### config.mk
export PLATFORM = sky130hd
export DESIGN_NAME = comment_stripper_flat
export DESIGN_NICKNAME = d
export VERILOG_FILES = /design/src/rtl/cs_pkg.sv /design/src/rtl/cs_if.sv /design/src/rtl/cs_scan.sv /design/src/rtl/cs_outq.sv /design/src/rtl/comment_stripper.sv /design/src/flat_wrapper.sv
export SDC_FILE = /design/constraint.sdc
export NUM_CORES = 1
export LEC_CHECK = 0
export BUFFER_PORTS_ARGS = -buffer_cell sky130_fd_sc_hd__buf_4
export CAP_MARGIN = 5
export CORE_ASPECT_RATIO = 1.75
export CORE_UTILIZATION = 61
export CTS_CLUSTER_DIAMETER = 100
export DETAILED_ROUTE_END_ITERATION = 7
export GPL_TIMING_DRIVEN = 0
export PLACE_DENSITY = 0.81
export SLEW_MARGIN = 30
export SYNTH_ARGS = -nofsm -noshare
export SYNTH_HDL_FRONTEND = slang
export SYNTH_HIERARCHICAL = 1
export SYNTH_SLANG_ARGS = --single-unit
### constraint.sdc
create_clock -name clk -period 6.8 [get_ports clk]
set_clock_uncertainty 0.05 [all_clocks]
set_input_delay 1.02 -clock clk [delete_from_list [all_inputs] [get_ports clk]]
set_output_delay 1.02 -clock clk [all_outputs]
set_load 0.01 [all_outputs]
### src/rtl/cs_pkg.sv
package cs_pkg;

  // Depth of the result queue; the input is taken only while two entries are free.
  localparam int QDEPTH = 4;

  // One result byte with its end-of-text mark.
  typedef struct packed {
    logic [7:0] data;
    logic       last;
  } cs_beat_t;

  // Results caused by one request: up to two bytes, first one goes out first.
  typedef struct packed {
    logic [1:0] cnt;
    logic [7:0] b0;
    logic [7:0] b1;
    logic       last;
  } cs_res_t;

endpackage

### src/rtl/cs_if.sv
interface cs_in_if;
  logic       valid;
  logic       ready;
  logic [7:0] in_byte;
  logic       in_last;

  modport source (output valid, output in_byte, output in_last, input ready);
  modport sink   (input valid, input in_byte, input in_last, output ready);
endinterface

interface cs_out_if;
  logic       valid;
  logic       ready;
  logic [7:0] out_byte;
  logic       out_last;

  modport source (output valid, output out_byte, output out_last, input ready);
  modport sink   (input valid, input out_byte, input out_last, output ready);
endinterface

### src/rtl/cs_scan.sv
module cs_scan import cs_pkg::*; (
  input  logic       clk,
  input  logic       rst_n,
  input  logic       acc,
  input  logic [7:0] in_byte,
  input  logic       in_last,
  output cs_res_t    res
);

  localparam logic [2:0] MODE_NORMAL = 3'd0;
  localparam logic [2:0] MODE_LINE   = 3'd1;
  localparam logic [2:0] MODE_BLOCK  = 3'd2;
  localparam logic [2:0] MODE_QUOTE  = 3'd3;
  localparam logic [2:0] MODE_SET    = 3'd4;

  localparam logic [7:0] CH_LBRACK = 8'h5B;
  localparam logic [7:0] CH_RBRACK = 8'h5D;
  localparam logic [7:0] CH_BSLASH = 8'h5C;
  localparam logic [7:0] CH_SQUOTE = 8'h27;
  localparam logic [7:0] CH_DQUOTE = 8'h22;
  localparam logic [7:0] CH_SLASH  = 8'h2F;
  localparam logic [7:0] CH_STAR   = 8'h2A;
  localparam logic [7:0] CH_NL     = 8'h0A;
  localparam logic [7:0] CH_SPACE  = 8'h20;

  logic [2:0] mode_r, mode_nxt;
  logic       dq_r, dq_nxt;
  logic       esc_r, esc_nxt;
  logic       held_r, held_nxt;
  logic       star_r, star_nxt;
  logic       plain_byte;

  always_comb begin
    mode_nxt   = mode_r;
    dq_nxt     = dq_r;
    esc_nxt    = esc_r;
    held_nxt   = held_r;
    star_nxt   = star_r;
    plain_byte = 1'b0;
    res.cnt    = 2'd1;
    res.b0     = in_byte;
    res.b1     = in_byte;
    res.last   = in_last;

    case (mode_r)
      MODE_LINE: begin
        if (in_byte == CH_NL) begin
          res.b0   = CH_NL;
          mode_nxt = MODE_NORMAL;
        end else begin
          res.b0 = CH_SPACE;
        end
      end
      MODE_BLOCK: begin
        res.b0 = (in_byte == CH_NL) ? CH_NL : CH_SPACE;
        if (star_r && in_byte == CH_SLASH) begin
          mode_nxt = MODE_NORMAL;
          star_nxt = 1'b0;
        end else begin
          star_nxt = (in_byte == CH_STAR);
        end
      end
      MODE_QUOTE, MODE_SET: begin
        if (esc_r) begin
          esc_nxt = 1'b0;
        end else if (in_byte == CH_BSLASH) begin
          esc_nxt = 1'b1;
        end else if (mode_r == MODE_SET ? (in_byte == CH_RBRACK)
                     : (in_byte == (dq_r ? CH_DQUOTE : CH_SQUOTE))) begin
          mode_nxt = MODE_NORMAL;
        end
      end
      default: begin
        if (held_r) begin
          held_nxt = 1'b0;
          res.cnt  = 2'd2;
          if (in_byte == CH_SLASH) begin
            res.b0   = CH_SPACE;
            res.b1   = CH_SPACE;
            mode_nxt = MODE_LINE;
          end else if (in_byte == CH_STAR) begin
            // The opening star never counts toward a closing star-slash.
            res.b0   = CH_SPACE;
            res.b1   = CH_SPACE;
            mode_nxt = MODE_BLOCK;
            star_nxt = 1'b0;
          end else begin
            res.b0     = CH_SLASH;
            plain_byte = 1'b1;
          end
        end else if (in_byte == CH_SLASH) begin
          // A slash on the final byte cannot start a comment, so it goes out at once.
          if (in_last) begin
            res.b0 = CH_SLASH;
          end else begin
            res.cnt  = 2'd0;
            held_nxt = 1'b1;
          end
        end else begin
          plain_byte = 1'b1;
        end
      end
    endcase

    if (plain_byte) begin
      if (in_byte == CH_LBRACK) begin
        mode_nxt = MODE_SET;
        esc_nxt  = 1'b0;
      end else if (in_byte == CH_SQUOTE || in_byte == CH_DQUOTE) begin
        mode_nxt = MODE_QUOTE;
        dq_nxt   = (in_byte == CH_DQUOTE);
        esc_nxt  = 1'b0;
      end
    end

    // Each text starts from a clean state.
    if (in_last) begin
      mode_nxt = MODE_NORMAL;
      dq_nxt   = 1'b0;
      esc_nxt  = 1'b0;
      held_nxt = 1'b0;
      star_nxt = 1'b0;
    end
  end

  always_ff @(posedge clk) begin
    if (!rst_n) begin
      mode_r <= MODE_NORMAL;
      dq_r   <= 1'b0;
      esc_r  <= 1'b0;
      held_r <= 1'b0;
      star_r <= 1'b0;
    end else if (acc) begin
      mode_r <= mode_nxt;
      dq_r   <= dq_nxt;
      esc_r  <= esc_nxt;
      held_r <= held_nxt;
      star_r <= star_nxt;
    end
  end

  a_held_normal: assert property (@(posedge clk) disable iff (!rst_n)
    held_r |-> mode_r == MODE_NORMAL)
    else $error("slash held outside normal text");

  a_star_block: assert property (@(posedge clk) disable iff (!rst_n)
    star_r |-> mode_r == MODE_BLOCK)
    else $error("star flag set outside a block comment");

  a_last_clears: assert property (@(posedge clk) disable iff (!rst_n)
    acc && in_last |=> mode_r == MODE_NORMAL && !held_r && !esc_r && !star_r && !dq_r)
    else $error("state not cleared after end of text");

endmodule

### src/rtl/cs_outq.sv
module cs_outq import cs_pkg::*; #(
  parameter int DEPTH = QDEPTH
) (
  input  logic     clk,
  input  logic     rst_n,
  input  logic     push,
  input  cs_res_t  res,
  output logic     room,
  output logic     valid,
  input  logic     pop,
  output cs_beat_t head
);

  localparam int AW = $clog2(DEPTH);
  localparam int CW = $clog2(DEPTH + 1);

  cs_beat_t       mem_r [DEPTH];
  logic [AW-1:0]  wr_r, rd_r, wr1;
  logic [CW-1:0]  cnt_r, cnt_nxt, n_in, n_out;
  logic           deq;

  assign wr1   = (wr_r == AW'(DEPTH - 1)) ? '0 : wr_r + AW'(1);
  assign valid = (cnt_r != '0);
  assign head  = mem_r[rd_r];
  assign room  = (cnt_r <= CW'(DEPTH - 2));
  assign deq   = pop && valid;
  assign n_in  = push ? CW'(res.cnt) : '0;
  assign n_out = deq ? CW'(1) : '0;
  assign cnt_nxt = cnt_r + n_in - n_out;

  always_ff @(posedge clk) begin
    if (push && res.cnt != 2'd0) begin
      mem_r[wr_r].data <= res.b0;
      mem_r[wr_r].last <= res.last && (res.cnt == 2'd1);
      if (res.cnt == 2'd2) begin
        mem_r[wr1].data <= res.b1;
        mem_r[wr1].last <= res.last;
      end
    end
  end

  always_ff @(posedge clk) begin
    if (!rst_n) begin
      wr_r  <= '0;
      rd_r  <= '0;
      cnt_r <= '0;
    end else begin
      cnt_r <= cnt_nxt;
      if (push) begin
        if (res.cnt == 2'd1) begin
          wr_r <= wr1;
        end else if (res.cnt == 2'd2) begin
          wr_r <= (wr1 == AW'(DEPTH - 1)) ? '0 : wr1 + AW'(1);
        end
      end
      if (deq) begin
        rd_r <= (rd_r == AW'(DEPTH - 1)) ? '0 : rd_r + AW'(1);
      end
    end
  end

  a_no_overflow: assert property (@(posedge clk) disable iff (!rst_n)
    cnt_r <= CW'(DEPTH))
    else $error("result queue overflow");

  a_push_room: assert property (@(posedge clk) disable iff (!rst_n)
    push |-> room)
    else $error("request taken without queue room");

endmodule

### src/rtl/comment_stripper.sv
// A result byte is queued when its request is taken, then offered on out_s; a slash in
// normal text is held and goes out with the next request's result. Throughput: one
// byte per cycle while the queue has room; a request that flushes a held slash queues two
// bytes, and the four-entry result queue takes requests while two entries are free.
// Reset: synchronous, active low; clears the scan state and empties the queue.
module comment_stripper import cs_pkg::*; #(
  parameter int DEPTH = QDEPTH
) (
  input  logic clk,
  input  logic rst_n,
  cs_in_if.sink    in_s,
  cs_out_if.source out_s
);

  cs_res_t  res;
  cs_beat_t head;
  logic     room;
  logic     acc;

  assign in_s.ready = room;
  assign acc        = in_s.valid && room;

  cs_scan u_scan (
    .clk     (clk),
    .rst_n   (rst_n),
    .acc     (acc),
    .in_byte (in_s.in_byte),
    .in_last (in_s.in_last),
    .res     (res)
  );

  cs_outq #(.DEPTH(DEPTH)) u_outq (
    .clk   (clk),
    .rst_n (rst_n),
    .push  (acc),
    .res   (res),
    .room  (room),
    .valid (out_s.valid),
    .pop   (out_s.ready),
    .head  (head)
  );

  assign out_s.out_byte = head.data;
  assign out_s.out_last = head.last;

endmodule
### src/flat_wrapper.sv
// flat-port wrapper written by rule: the top's interface ports become plain ports
module comment_stripper_flat import cs_pkg::*;
#(
  parameter int DEPTH = QDEPTH
)
  (clk, rst_n, in_s_valid, in_s_in_byte, in_s_in_last, in_s_ready, out_s_valid, out_s_out_byte, out_s_out_last, out_s_ready);
  cs_in_if in_s_i ();
  cs_out_if out_s_i ();
  input  logic clk;
  input  logic rst_n;
  input wire logic [$bits(in_s_i.valid)-1:0] in_s_valid;
  input wire logic [$bits(in_s_i.in_byte)-1:0] in_s_in_byte;
  input wire logic [$bits(in_s_i.in_last)-1:0] in_s_in_last;
  output wire logic [$bits(in_s_i.ready)-1:0] in_s_ready;
  output wire logic [$bits(out_s_i.valid)-1:0] out_s_valid;
  output wire logic [$bits(out_s_i.out_byte)-1:0] out_s_out_byte;
  output wire logic [$bits(out_s_i.out_last)-1:0] out_s_out_last;
  input wire logic [$bits(out_s_i.ready)-1:0] out_s_ready;
  assign in_s_i.valid = in_s_valid;
  assign in_s_i.in_byte = in_s_in_byte;
  assign in_s_i.in_last = in_s_in_last;
  assign in_s_ready = in_s_i.ready;
  assign out_s_valid = out_s_i.valid;
  assign out_s_out_byte = out_s_i.out_byte;
  assign out_s_out_last = out_s_i.out_last;
  assign out_s_i.ready = out_s_ready;
  comment_stripper #(.DEPTH(DEPTH)) u_core (.clk(clk), .rst_n(rst_n), .in_s(in_s_i), .out_s(out_s_i));
endmodule
==> out/qor.csv <==
stage,metric,value,unit
run_status,outcome,"finished, violations left",
run_status,violations,design-rule violations,
critical_path,worst_ep_required_time,6.70,ns
layout,drive_gt1_frac,0.2555,
clock_tree,clock_path_buffers,2,
yosys,synth_ff_type,edfxtp_1,
yosys,synth_cell_types,60,
clock_tree,cts.sinks,52,
route,dr.pass1.iters,6,
global_routing,gr-usage-all-layers,0.2603,
power,power_leakage,1.331,nW
clock_tree,path_clk_slew,0.09,ns
yosys,synth-seq-cells,52,
power,p_sw_frac,0.2883,
route,viasPerCell,6.333,
die,start_util,0.6466,
die,num_rows,34,
timing,tightest_slew,0.8055,ns
global_routing,grt_pass1_vias,2429,
global_routing,grt_util_met2,0.4884,
global_routing,grt_pass1_wl,11350,um
yosys,synth_top_cell_area_share,0.3303,
power,power_density,248.7,nW/um2
global_routing,grt_max_degree,17,
yosys,yosysTopAreaCell,edfxtp_1,
critical_path,crit_chain,buf_4 > nor4b_2 > nand4_1 > nor2_1 > o21ai_0 > inv_1 > ha_1 > nand3_4 > nand2_1,
power,design_power_total,0.0009038,W
timing,hold_viol_final,0,
global_routing,grt-ovfl-total,0,
yosys,yosysMostFrequentCell,edfxtp_1,
clock_tree,h-tree-depth,2,
timing,slew_headroom,0.4584,
min_path,hp-class,reg2reg,
place,hpwl,5035,um
route,num_vias,2375,
critical_path,worst_path_max_delay_cell,nor4b_2,
power,max-vdd-ir-drop,126.1,uV
layout,ff_latch_area,1401,um2
clock_tree,cts_tree,yes,
critical_path,critPathCaptureType,flip-flop,
power,p_comb_frac,0.309,
layout,nets,346,
timing,grt_setup_unrepaired,false,
global_routing,antenna_found_initial,0,
route,drc,8,
route,drt_iter0_markers,112,
die,core_area,5062,um2
power,p_int,0.0006433,W
clock_tree,cts_root_buf,clkbuf_8,
clock_tree,clk-insertion-delay-late,0.30,ns
timing,finalSetupTns,0,ns
die,die_w,57.38,um
yosys,synth_area,3273,um2
layout,final_core_util,0.7180,
critical_path,path_class,in2reg,
place,globalplace.congestion,1.002,
timing,post-route-min-period,3.966,ns
die,pin_count,24,
power,power.clock.fraction,0.246,
yosys,synth_nets,316,
critical_path,cp-start-kind,primary input,
route,wl_per_cell,18.17,um
yosys,synth-seq-area-share,0.4281,
yosys,async_flop_share,0,
layout,fillers,376,
yosys,synth_edf_count,36,
place,io_buffers,23,
die,dieArea,5675,um2
timing,setup_viol,0,
clock_tree,post_cts_resized,0,
power,p_switching,0.0002605,W
run,maxCapViolations,0,
yosys,syn_inst,290,
yosys,yosys-top-cells-area,"edfxtp_1, dfxtp_1, mux2_2",
yosys,post_synth.cell_area_avg,11.29,um2
timing,finalCritPeriodShare,0.5832,
global_routing,grt_use_met3,0.03412,
timing,drv_slew,0,
global_routing,busiest_layer,met2,
clock_tree,cts_made_buffers,5,
critical_path,max_stage_delay,0.69,ns
global_routing,grt_use_met1,0.2709,
timing,fmax,0.2522,GHz
critical_path,cp.buffers_inverters,2,
route,finalWirelength,6814,um
clock_tree,post-cts-setup-buffers,0,
yosys,yosys_warnings,6,
layout,area_growth,11.05,%
layout,diodes,0,
clock_tree,postCtsHoldBufs,0,
layout,multi_input_area,1742,um2
route,ant_nets,0,
critical_path,cp_top_family,simple AND/OR/NAND/NOR gates,
die,die_y,98.91,um
critical_path,arrival,3.87,ns
critical_path,critPathMaxFanout,10,
yosys,synth_commonest_cells,"edfxtp_1, mux2_2, nand2_1",
power,seq_power_share,0.444,
[logic make-up after synthesis]
family | after synthesis | share of synthesized area
AND/OR/NAND/NOR | 94 | 0.1785
multiplexers | 41 | 0.1720
XOR/XNOR | 6 | 0.01835
adder cells (fa/ha/maj) | 13 | 0.05199
buffers and inverters | 31 | 0.03975
AO/OA/AOI/OAI | 53 | 0.1112
flip-flops | 52 | 0.4281
[cells in the final DEF, fill, tap and decap left out, types with 10 or more instances in the layout]
cell,count
ha_1,12
inv_1,14
mux2_2,28
edfxtp_1,36
clkbuf_1,12
dfxtp_1,16
buf_4,24
o21ai_0,10
nand2_1,22
[worst reg2reg max path: cells and delay by family (launching register included)]
| kind | cells | cell delay [ns] |
|---|---|---|
| adder cells (fa/ha/maj) | 1 | 0.18 |
| AND/OR/NAND/NOR | 4 | 1.03 |
| XOR/XNOR | 1 | 0.40 |
| flip-flops | 1 | 0.50 |
| buffers and inverters | 4 | 0.65 |
[registers in the layout (all words and copies together), names as in the netlist, named ones only]
register	flops
u_core/u_scan/held_r	1
u_core/u_scan/dq_r	1
u_core/u_outq/cnt_r	3
u_core/u_scan/star_r	1
u_core/u_scan/esc_r	1
u_core/u_outq/mem_r	36
u_core/u_outq/rd_r	2
u_core/u_scan/mode_r	3
u_core/u_outq/wr_r	2
[layout make-up]
cell class	count	area share
Buffer	17	0.02134
Inverter	14	0.01446
Multi-Input combinational cell	207	0.4792
Clock inverter	2	0.01067
Timing Repair Buffer	23	0.04750
Sequential cell	52	0.3855
Tap cell	54	0.01859
Clock buffer	6	0.02272
[metrics by stage]
stage / instances / worst slack [ns] / hold WS (ns) / cell area [um2]
after floorplan: 290 / 3.438 / 0.4166 / 3273
after global placement: 367 / 2.617 / 0.4278 / 3513
after detailed placement: 367 / 2.563 / 0.4506 / 3513
after CTS: 375 / 2.884 / 0.4644 / 3635
after global routing: 375 / 2.627 / 0.5039 / 3635
final: 375 / 2.834 / 0.4608 / 3635
[layer usage]
metal  up-vias  wire (um)
met5         -          0
met4         0        204
met3        19        236
met2        72       3765
met1      1132       2608
li1       1152          -
[power groups by stage]
stage	sequential (W)	combinational (W)	clock [W]
global route	0.000407	0.000305	0.000239
floorplan	0.000404	0.000195	0
finish	0.000402	0.000279	0.000223
global placement	0.000408	0.000275	0
CTS	0.000402	0.000282	0.000230
detailed placement	0.000410	0.000281	0
[path summary, 6_finish.rpt]
check / end / slack, ns / cells after the start / startpoint
setup / recovery: u_core/u_outq/mem_r[3][2] / 2.83 / 9 / in_s_in_byte[4]
hold / removal: u_core/u_outq/rd_r[1] / 0.46 / 2 / u_core/u_outq/rd_r[1]
setup reg to reg: u_core/u_outq/mem_r[3][2] / 3.65 / 10 / u_core/u_scan/mode_r[2]
hold reg to reg: u_core/u_outq/rd_r[1] / 0.46 / 2 / u_core/u_outq/rd_r[1]
No activity file was read; power rests on OpenSTA's default activity.
